--- src/rtl/shtc_pkg.sv ---
// Package for the stepper homing and traverse controller.
// Holds item layouts, sequencer mode and command codes, and register map.
// No dependencies.
`timescale 1ns / 1ps
`default_nettype none

package shtc_pkg;

  // Field widths
  localparam int unsigned POS_W = 12;
  localparam int unsigned CNT_W = 16;
  localparam int unsigned CMD_W = 2;

  // Sequencer modes
  localparam logic [1:0] MODE_IDLE    = 2'd0;
  localparam logic [1:0] MODE_HOMING  = 2'd1;
  localparam logic [1:0] MODE_OFFSET  = 2'd2;
  localparam logic [1:0] MODE_RUNNING = 2'd3;

  // Request commands
  localparam logic [CMD_W-1:0] CMD_TICK = 2'd0;
  localparam logic [CMD_W-1:0] CMD_RUN  = 2'd1;
  localparam logic [CMD_W-1:0] CMD_CAL  = 2'd2;

  // Register map (byte addresses)
  localparam int unsigned ADDR_W = 3;
  localparam logic [ADDR_W-1:0] ADDR_LOOP   = 3'd0;
  localparam logic [ADDR_W-1:0] ADDR_OFFSET = 3'd4;

  // Register reset values
  localparam logic [POS_W-1:0] LOOP_RESET   = 12'd850;
  localparam logic [POS_W-1:0] OFFSET_RESET = 12'd1200;

  localparam logic [POS_W-1:0] POS_MAX = '1;

  // Payload of an input request (tdata part, highest field first)
  typedef struct packed {
    logic             switch_seen;
    logic [CNT_W-1:0] step_target;
  } in_data_t;

  // One result item, highest field first
  typedef struct packed {
    logic             calibrating;
    logic             busy_res;
    logic [POS_W-1:0] position;
    logic             direction;
    logic             half_step;
  } result_t;

endpackage : shtc_pkg

`default_nettype wire

--- src/rtl/stepper_homing_traverse_controller_unit.sv ---
// Top level of the stepper homing and traverse controller.
// Uses shtc_pkg for codes, register map and item layouts.
//
// Usage:
//   in_*  : request stream. tuser carries the command (tick, start run,
//           start calibration); tdata carries the step target and the
//           home switch flag.
//   out_* : one result per request: half step pulse, direction, position,
//           busy and calibrating flags.
//   cfg_* : APB-style port; loop length at 0x0, home offset at 0x4.
//           Write only while the stream is idle. pready is tied high.
// Flow: a request taken is registered in the input stage, then evaluated
//   against the sequencer state as it advances into the result register,
//   from which its result is offered until taken.
// Throughput: one request per cycle unless the output stalls. Each
//   request is a single pass of counter increments and compares between
//   the input stage and the result register; the state registers feed back.
// Reset: synchronous, active low; sequencer idle, position zero,
//   direction clockwise, registers back to 850 and 1200.
// Stall: when out_tready is low the result register holds, the input
//   stage fills, and in_tready then drops until the result is taken.
`timescale 1ns / 1ps
`default_nettype none

module stepper_homing_traverse_controller_unit
  import shtc_pkg::*;
(
  input  wire logic        clk,
  input  wire logic        rst_n,
  // request stream
  input  wire logic        in_tvalid,
  output logic             in_tready,
  input  wire logic [23:0] in_tdata,   // step_target[15:0], switch_seen[16], zero pad
  input  wire logic [1:0]  in_tuser,   // command[1:0]
  // result stream
  output logic             out_tvalid,
  input  wire logic        out_tready,
  output logic [15:0]      out_tdata,  // half_step[0], direction[1], position[13:2],
                                       // busy_res[14], calibrating[15]
  // configuration
  input  wire logic        cfg_psel,
  input  wire logic        cfg_penable,
  input  wire logic        cfg_pwrite,
  input  wire logic [2:0]  cfg_paddr,
  input  wire logic [31:0] cfg_pwdata,
  output logic [31:0]      cfg_prdata,
  output logic             cfg_pready
);

  // Configuration registers
  logic [POS_W-1:0] loop_r;
  logic [POS_W-1:0] offset_cfg_r;
  logic             cfg_wr;

  assign cfg_pready = 1'b1;
  assign cfg_wr     = cfg_psel && cfg_penable && cfg_pwrite && cfg_pready;

  always_ff @(posedge clk) begin
    if (!rst_n) begin
      loop_r       <= LOOP_RESET;
      offset_cfg_r <= OFFSET_RESET;
    end else if (cfg_wr) begin
      unique case (cfg_paddr)
        ADDR_LOOP:   loop_r       <= cfg_pwdata[POS_W-1:0];
        ADDR_OFFSET: offset_cfg_r <= cfg_pwdata[POS_W-1:0];
        default: ;
      endcase
    end
  end

  always_comb begin
    unique case (cfg_paddr)
      ADDR_LOOP:   cfg_prdata = {{(32-POS_W){1'b0}}, loop_r};
      ADDR_OFFSET: cfg_prdata = {{(32-POS_W){1'b0}}, offset_cfg_r};
      default:     cfg_prdata = '0;
    endcase
  end

  // Input stage
  logic             s1_valid_r;
  logic [CMD_W-1:0] s1_cmd_r;
  in_data_t         s1_data_r;
  logic             adv;
  logic             out_valid_r;
  result_t          out_data_r;

  assign adv       = s1_valid_r && (!out_valid_r || out_tready);
  assign in_tready = !s1_valid_r || adv;

  always_ff @(posedge clk) begin
    if (!rst_n) begin
      s1_valid_r <= 1'b0;
    end else if (in_tready) begin
      s1_valid_r <= in_tvalid;
    end
  end

  always_ff @(posedge clk) begin
    if (in_tready && in_tvalid) begin
      s1_cmd_r  <= in_tuser;
      s1_data_r <= in_tdata[CNT_W:0];
    end
  end

  // Sequencer state
  logic [1:0]       mode_r,   mode_nxt;
  logic             dir_r,    dir_nxt;
  logic [POS_W-1:0] pos_r,    pos_nxt;
  logic [CNT_W-1:0] steps_r,  steps_nxt;
  logic [CNT_W-1:0] target_r, target_nxt;
  logic             latch_r,  latch_nxt;
  logic [POS_W-1:0] ocnt_r,   ocnt_nxt;
  logic             stepped;
  logic             step_dir;
  logic             sw_l;
  logic [CNT_W-1:0] steps_inc;

  assign sw_l      = latch_r | s1_data_r.switch_seen;
  assign steps_inc = steps_r + 1'b1;

  // Next state for one request
  always_comb begin
    mode_nxt   = mode_r;
    dir_nxt    = dir_r;
    pos_nxt    = pos_r;
    steps_nxt  = steps_r;
    target_nxt = target_r;
    latch_nxt  = latch_r;
    ocnt_nxt   = ocnt_r;
    stepped    = 1'b0;
    step_dir   = dir_r;

    unique case (s1_cmd_r)
      CMD_CAL: begin
        mode_nxt  = MODE_HOMING;
        dir_nxt   = 1'b1;
        latch_nxt = 1'b0;
      end
      CMD_RUN: begin
        latch_nxt  = sw_l;
        steps_nxt  = '0;
        target_nxt = s1_data_r.step_target;
        mode_nxt   = MODE_RUNNING;
      end
      CMD_TICK: begin
        latch_nxt = sw_l;
        // homing: step anticlockwise until the switch latch is set
        if (mode_r == MODE_HOMING) begin
          if (!sw_l) begin
            stepped  = 1'b1;
            step_dir = dir_r;
          end else begin
            mode_nxt = MODE_OFFSET;
            dir_nxt  = 1'b0;
            ocnt_nxt = '0;
          end
        end
        // offset phase, possibly entered on this same tick
        if (mode_nxt == MODE_OFFSET) begin
          if (ocnt_nxt < offset_cfg_r) begin
            stepped  = 1'b1;
            step_dir = dir_nxt;
            ocnt_nxt = ocnt_nxt + 1'b1;
          end
          if (ocnt_nxt >= offset_cfg_r) begin
            pos_nxt  = '0;
            mode_nxt = MODE_IDLE;
          end
        end else if (mode_r == MODE_RUNNING) begin
          if (target_r == '0 || steps_r < target_r) begin
            stepped   = 1'b1;
            step_dir  = dir_r;
            steps_nxt = steps_inc;
            // traverse move with saturation at both ends
            if (!dir_r) begin
              if (pos_r != POS_MAX) pos_nxt = pos_r + 1'b1;
            end else begin
              if (pos_r != '0) pos_nxt = pos_r - 1'b1;
            end
            if (pos_nxt == '0 || pos_nxt >= loop_r) dir_nxt = !dir_r;
            if (target_r != '0 && steps_inc >= target_r) mode_nxt = MODE_IDLE;
          end else begin
            mode_nxt = MODE_IDLE;
          end
        end
      end
      // unused code: only the switch latch moves
      default: latch_nxt = sw_l;
    endcase

    if (!stepped) step_dir = dir_nxt;
  end

  always_ff @(posedge clk) begin
    if (!rst_n) begin
      mode_r   <= MODE_IDLE;
      dir_r    <= 1'b0;
      pos_r    <= '0;
      steps_r  <= '0;
      target_r <= '0;
      latch_r  <= 1'b0;
      ocnt_r   <= '0;
    end else if (adv) begin
      mode_r   <= mode_nxt;
      dir_r    <= dir_nxt;
      pos_r    <= pos_nxt;
      steps_r  <= steps_nxt;
      target_r <= target_nxt;
      latch_r  <= latch_nxt;
      ocnt_r   <= ocnt_nxt;
    end
  end

  // Result register
  always_ff @(posedge clk) begin
    if (!rst_n) begin
      out_valid_r <= 1'b0;
    end else if (adv) begin
      out_valid_r <= 1'b1;
    end else if (out_tready) begin
      out_valid_r <= 1'b0;
    end
  end

  always_ff @(posedge clk) begin
    if (adv) begin
      out_data_r.half_step   <= stepped;
      out_data_r.direction   <= step_dir;
      out_data_r.position    <= pos_nxt;
      out_data_r.busy_res    <= (mode_nxt != MODE_IDLE);
      out_data_r.calibrating <= (mode_nxt == MODE_HOMING) || (mode_nxt == MODE_OFFSET);
    end
  end

  assign out_tvalid = out_valid_r;
  assign out_tdata  = out_data_r;

  // Checks
  a_cal_busy: assert property (@(posedge clk) disable iff (!rst_n)
    out_tvalid && out_tdata[15] |-> out_tdata[14])
    else $error("calibrating result without busy");

  a_cal_start: assert property (@(posedge clk) disable iff (!rst_n)
    adv && (s1_cmd_r == CMD_CAL) |=> out_tvalid && !out_tdata[0] && out_tdata[1]
      && out_tdata[15])
    else $error("start calibration result wrong");

  a_stall: assert property (@(posedge clk) disable iff (!rst_n)
    !in_tready |-> s1_valid_r && out_valid_r && !out_tready)
    else $error("input stalled without a full pipeline");

endmodule : stepper_homing_traverse_controller_unit

`default_nettype wire

--- config.mk ---
export PLATFORM = sky130hd
export DESIGN_NAME = stepper_homing_traverse_controller_unit
export DESIGN_NICKNAME = d
export VERILOG_FILES = /design/src/rtl/shtc_pkg.sv /design/src/rtl/stepper_homing_traverse_controller_unit.sv
export SDC_FILE = /design/constraint.sdc
export NUM_CORES = 1
export LEC_CHECK = 0
export ABC_CLOCK_PERIOD_IN_PS = 7000
export BUFFER_PORTS_ARGS = -buffer_cell sky130_fd_sc_hd__buf_4
export CAP_MARGIN = 5
export CORE_ASPECT_RATIO = 1.4
export CORE_MARGIN = 2
export CORE_UTILIZATION = 43
export CTS_BUF_LIST = sky130_fd_sc_hd__clkbuf_4 sky130_fd_sc_hd__clkbuf_8
export CTS_CLUSTER_SIZE = 8
export DETAILED_ROUTE_END_ITERATION = 7
export GPL_TIMING_DRIVEN = 0
export PLACE_DENSITY = 0.6
export SYNTH_ARGS = -nofsm -noshare
export SYNTH_HDL_FRONTEND = slang
export SYNTH_SLANG_ARGS = --single-unit
--- constraint.sdc ---
create_clock -name clk -period 7 [get_ports clk]
set_input_delay 0.7 -clock clk [delete_from_list [all_inputs] [get_ports clk]]
set_output_delay 0.7 -clock clk [all_outputs]
set_load 0.05 [all_outputs]
# After elaboration in Yosys (flattened, before gate mapping)
# Cells that the tools add are included.
word_totals:
  elab_cells: 122
  output_inout_bits: 51
  ff_bits: 121
  in_bits: 68
op_classes:
  eq_ne: 12
  magnitude_cmp: 5
  reduce_logical: 27
  mux: 54
  addsub: 4
  n_bitwise: 1
ops:
  columns: ["operator", "n"]
  rows:
  - ["12-bit two-way mux", 19]
  - ["16-bit two-way mux", 3]
  - ["16-bit one-hot mux with 2 select lines", 1]
  - ["12-bit by 1-bit adder with 12-bit output, second input constant", 2]
  - ["12-bit >= comparator", 2]
  - ["12-bit one-hot mux with 2 select lines", 1]
  - ["1-bit two-way mux", 20]
  - ["16-bit by 1-bit adder with 16-bit output, second input constant", 1]
  - ["16-bit >= comparator", 1]
  - ["16-bit logical NOT", 1]
  - ["16-bit < comparator", 1]
  - ["2-bit two-way mux", 8]
  - ["16-bit nonzero test", 1]
  - ["12-bit logical NOT", 1]
  - ["12-bit < comparator", 1]
  - ["12-bit inequality test, second input constant", 1]
  - ["12-bit nonzero test", 1]
  - ["12-bit by 1-bit subtractor with 12-bit output, second input constant", 1]
  - ["2-bit equality test, second input constant", 4]
  - ["2-bit AND reduction", 4]
  - ["2-bit by 1-bit equality test with 1-bit output, second input constant", 3]
  - ["2-bit inequality test, second input constant", 3]
  - ["2-bit one-hot mux with 3 select lines", 1]
  - ["2-bit nonzero test", 3]
  - ["other kinds (9)", 19]

# Logic depth before layout (Yosys ltp)
depth:
  ltp_word: 15
  mapped_depth: 26
  mapped_depth_nobuf: 25

# Worst setup path after synthesis
# No wires, ideal clock.
synth_path:
  path_kind: "reg2reg"
  startpoint: "reg mode_r[1]"
  endpoint: "reg out_data_r (netlist bit out_tdata[3]) (data pin)"
  arrival_time_ns: 4.821
  setup_time_ns: 0.257
  t_required_ns: 6.743
  synth_period_minus_slack_ns: 5.078
  slack_ns: 1.922
  path_stages_with_launch: 23
  n_path_buf: 3
  path_cell_list: "dfxtp_1 clkbuf_1 nand2b_1 nor2_1 nor2b_1 ha_1 or4_1 o21ai_0 a21oi_1 a311oi_1 and4_1 buf_2 nand4_1 or3_1 xnor2_1 ha_1 nor2b_1 nand2_1 o21ai_0 a21boi_0 o21ai_0 clkbuf_1 a22o_2"
synth_between:
  elab_chain_cells: 11
  elab_cells_between_ends: 18
  classes_between: "add/sub (1); order compare (2); eq/ne (3); mux (12)"
synth_lines:
  columns: ["element", "line_no", "source"]
  rows:
  - ["start: declaration", "stepper_homing_traverse_controller_unit.sv:106", "logic [1:0] mode_r, mode_nxt;"]
  - ["start signal: assignment", "stepper_homing_traverse_controller_unit.sv:204", "mode_r <= mode_nxt;"]
  - ["2-bit by 1-bit equality test with 1-bit output", "stepper_homing_traverse_controller_unit.sv:148", "if (mode_r == MODE_HOMING) begin"]
  - ["12-bit two-way mux", "stepper_homing_traverse_controller_unit.sv:148", null]
  - ["12-bit two-way mux", "stepper_homing_traverse_controller_unit.sv:133", "unique case (s1_cmd_r)"]
  - ["12-bit by 1-bit adder with 12-bit output or 12-bit < comparator (tied branches)", "stepper_homing_traverse_controller_unit.sv:163, stepper_homing_traverse_controller_unit.sv:160", null]
  - ["12-bit two-way mux", "stepper_homing_traverse_controller_unit.sv:160", "if (ocnt_nxt < offset_cfg_r) begin"]
  - ["12-bit two-way mux", "stepper_homing_traverse_controller_unit.sv:159", "if (mode_nxt == MODE_OFFSET) begin"]
  - ["12-bit two-way mux", "stepper_homing_traverse_controller_unit.sv:133", null]
  - ["12-bit >= comparator", "stepper_homing_traverse_controller_unit.sv:165", "if (ocnt_nxt >= offset_cfg_r) begin"]
  - ["12-bit two-way mux", "stepper_homing_traverse_controller_unit.sv:165", null]
  - ["12-bit two-way mux *", "stepper_homing_traverse_controller_unit.sv:159", null]
  - ["12-bit two-way mux *", "stepper_homing_traverse_controller_unit.sv:133", null]
  - ["via pos_nxt[1]", "stepper_homing_traverse_controller_unit.sv:108", "logic [POS_W-1:0] pos_r, pos_nxt;"]
  - ["end: declaration", "stepper_homing_traverse_controller_unit.sv:85", "result_t out_data_r;"]
# The timed path passes the listed nets; every way through them passes the cells marked *. The select of a mux whose other input is x is not followed.
# A chain may end at the register's enable or synchronous reset.

# Worst setup path after layout
# Ends and elaborated chain as after synthesis.

==> results_dict.tcl <==
set metrics [dict create \
    outcome "completed" \
    fin_area_um2 9141 \
    dieArea_um2 19340 \
    coreArea_um2 17920 \
    synth_area_leaders "dfxtp_1, edfxtp_1, ha_1" \
    max-slew-margin-rel_pct 22.72 \
    drv_slew 0 \
    synth_top_area_share_pct 21.96 \
    synth_adder_area_share_pct 11.49 \
    hp-class "primary input to flip-flop" \
    dpl_cell_area_um2 8728 \
    port-buffer-count 69 \
    via_per_inst 5.289 \
    netlist_area_um2 7839 \
    skew_ns 0.01071 \
    antenna_left 0 \
    place_congestion 0.8875 \
    cts_hold_buf 0 \
    utilization_pct 51.00 \
    drtIter0Drc 327 \
    area_growth_pct 16.62 \
    drt-total-wl_mm 19.38 \
    critical_path_class "flip-flop to flip-flop" \
    io_pins 119 \
    seq_area_frac_synth_pct 35.37 \
    async_flop_share_pct 0 \
    ys_ff_latch 121 \
    cellLeakagePower_nw 4.016 \
    track_usage_pct 20.40 \
    grt_pass1_vias 6352 \
    cts_sinks 121 \
    clk_latency_ns 0.46 \
    synth_top_family_by_area "simple AND/OR/NAND/NOR gates" \
    yosys.area.top_type "dfxtp_1" \
    p_int_w 0.001161 \
    htreeDepth 4 \
    p_clk_share_pct 41.1 \
    critPathMaxFanout 10 \
    switching_share_pct 27.86 \
    die_y_um 163.8 \
    dp_hpwl_mm 15.10 \
    cts_inserted_buffers 17 \
    period_share_pct 91.23 \
    seqPwrFrac_pct 46.3 \
    vias 6691 \
    rsz0062_at_grt "false" \
    tightest_slew_ns 1.152 \
    cts-root-buf "clkbuf_8" \
    setup_viol 0 \
    antennaDiodeCount 0 \
    drc 0 \
    power.density_nw_per_um2 176.0 \
    max_freq_mhz 156.6 \
    clk_path_buf_depth 2 \
    pwr-share-comb_pct 12.6 \
    start_util_pct 43.73 \
    end_kind "flip-flop" \
    synth_compound_area_share_pct 16.49 \
    synth_edf_count 35 \
    cts_tree "built" \
    die_x_um 118.1 \
    wl_per_cell_um 15.32 \
    synth.distinct_cells 78 \
    cp.arrival_ns 6.59 \
    start_kind "flip-flop" \
    period_needed_ns 6.386 \
    cts.clk_slew.worst_paths_ns 0.08 \
    overflow 0 \
    num-nets-final 1152 \
    antenna_found_initial 0 \
    max-vdd-ir-drop_mv 0.09386 \
    synth_mux_area_share_pct 5.012 \
    placementRows 58 \
    syn-mean-instance-area_um2 8.662 \
    hold_viol_final 0 \
    dr.pass1.iters 5 \
    synth_common_cells "nand2_1, dfxtp_1, nor2_1" \
    yosys_warnings 0 \
    cp_data_required_time_ns 7.21 \
    syn_inst 905 \
    synth-simple-area-share_pct 20.14 \
    ys.flop_type "dfxtp_1" \
    drive_above_1_share_pct 15.12 \
    grt_max_degree 20 \
    p_switching_w 0.0004482 \
    cap_violations 0 \
    fin_setup_tns_ns 0 \
    grt_pass1_wl_mm 31.08 \
    synth-xor-area-share_pct 3.352 \
    synth_most_common_cell "nand2_1" \
]
-- cell families (layout without fill, tap and decap cells) --
logic type	count (synthesis)	count (layout)
and+or+nand+nor	314	314
AOI/OAI and AO/OA	198	198
buffers and inverters	129	230
DFF	121	121
adders and majority gates	72	72
muxes	39	39
xor gates and xnor gates	30	30
other	2	21
-- final timing paths --
check,from,endpoint,slack (ns),cells after the start
worst max-delay path,mode_r[1],out_tdata[3],0.61,22
worst min-delay path,in_tdata[7],s1_data_r[7],0.41,1
worst max register to register,mode_r[1],out_tdata[3],0.61,22
worst min register to register,target_r[14],target_r[14],0.47,2
-- repair_timing --
action | in CTS | in global routing
gates resized for setup | 0 | 1
hold endpoints to repair | 0 | 0
setup endpoints to repair | 0 | 10
setup buffers | 0 | 0
-- worst max-delay path: stages (launching register included) --
cell and delay (ns):
dfxtp_1 0.30, clkbuf_1 0.17, nand2b_1 0.24, nor2_2 0.39, nor2b_1 0.18, ha_1 0.26, or4_1 0.50, o21ai_0 0.08
a21oi_1 0.08, a311oi_1 0.53, and4_1 0.27, buf_2 0.17, nand4_1 0.15, or3_1 0.46, xnor2_1 0.15, ha_1 0.27
nor2b_1 0.17, nand2_1 0.07, o21ai_0 0.58, a21boi_0 0.23, o21ai_0 0.20, clkbuf_1 0.33, a22o_2 0.34
-- layer usage --
layer  vias up  wire (um)  GRT usage (%)
met5         -          0              0
met4         0        650          10.51
met3        41        772          3.507
met2       180      10160          38.39
met1      3081       7794          21.71
li1       3389          -              -
-- cells in the final DEF (no fill, tap or decap), types with 4 or more instances in the layout --
cell	instances
a21oi_1	71
ha_1	72
xor2_1	12
clkbuf_1	29
xnor2_1	18
nor2_1	85
clkinvlp_4	4
inv_1	63
a22o_1	10
buf_6	7
nand4_1	20
buf_4	92
and3_1	10
dfxtp_1	86
a21boi_0	4
nor2b_1	15
o21ai_0	35
and2_1	5
o211ai_1	7
a211oi_1	5
mux2i_1	37
nand2b_1	12
edfxtp_1	35
nor3_1	12
a21o_1	13
a31oi_1	7
and4_1	6
conb_1	21
nand2_1	93
nand3_1	16
nand3b_1	11
a22oi_1	13
clkbuf_8	17
nor4_1	6
-- through the flow --
stage / setup WS [ns] / hold WS (ns) / power [W] / std cells
global placement: 0.4405 / 0.4555 / 0.0009621 / 1233
detailed placement: 0.4295 / 0.4635 / 0.0009640 / 1233
CTS: 0.3865 / 0.3741 / 0.001632 / 1265
finish: 0.6138 / 0.4109 / 0.001609 / 1265
global route: 0.09523 / 0.3876 / 0.001667 / 1265
floorplan: 1.922 / 0.4459 / 0.0009027 / 924
-- power by group through the flow --
stage	clock [W]	sequential, W	combinational, W
floorplan	0	0.000774	0.000129
global placement	0	0.000761	0.000201
detailed placement	0	0.000761	0.000203
CTS	0.000684	0.000745	0.000203
global route	0.000702	0.000747	0.000218
finish	0.000662	0.000745	0.000202
-- registers in the layout, indices dropped and copies added (netlist names) --
signal        count
latch_r           1
mode_r            2
target_r         16
out_tdata        16
pos_r            12
offset_cfg_r     12
s1_valid_r        1
steps_r          16
out_tvalid        1
ocnt_r           12
loop_r           12
s1_cmd_r          2
dir_r             1
s1_data_r        17
-- layout make-up --
class	count	area (um2)
Fill cell	1770	8783
Multi-Input combinational cell	674	4509
Sequential cell	121	2773
Timing Repair Buffer	69	518.0
Buffer	66	394.1
Tap cell	240	300.3
Inverter	63	236.5
Clock buffer	17	234.0
Clock inverter	15	176.4
Note: power is estimated with default switching activity, not from simulation.
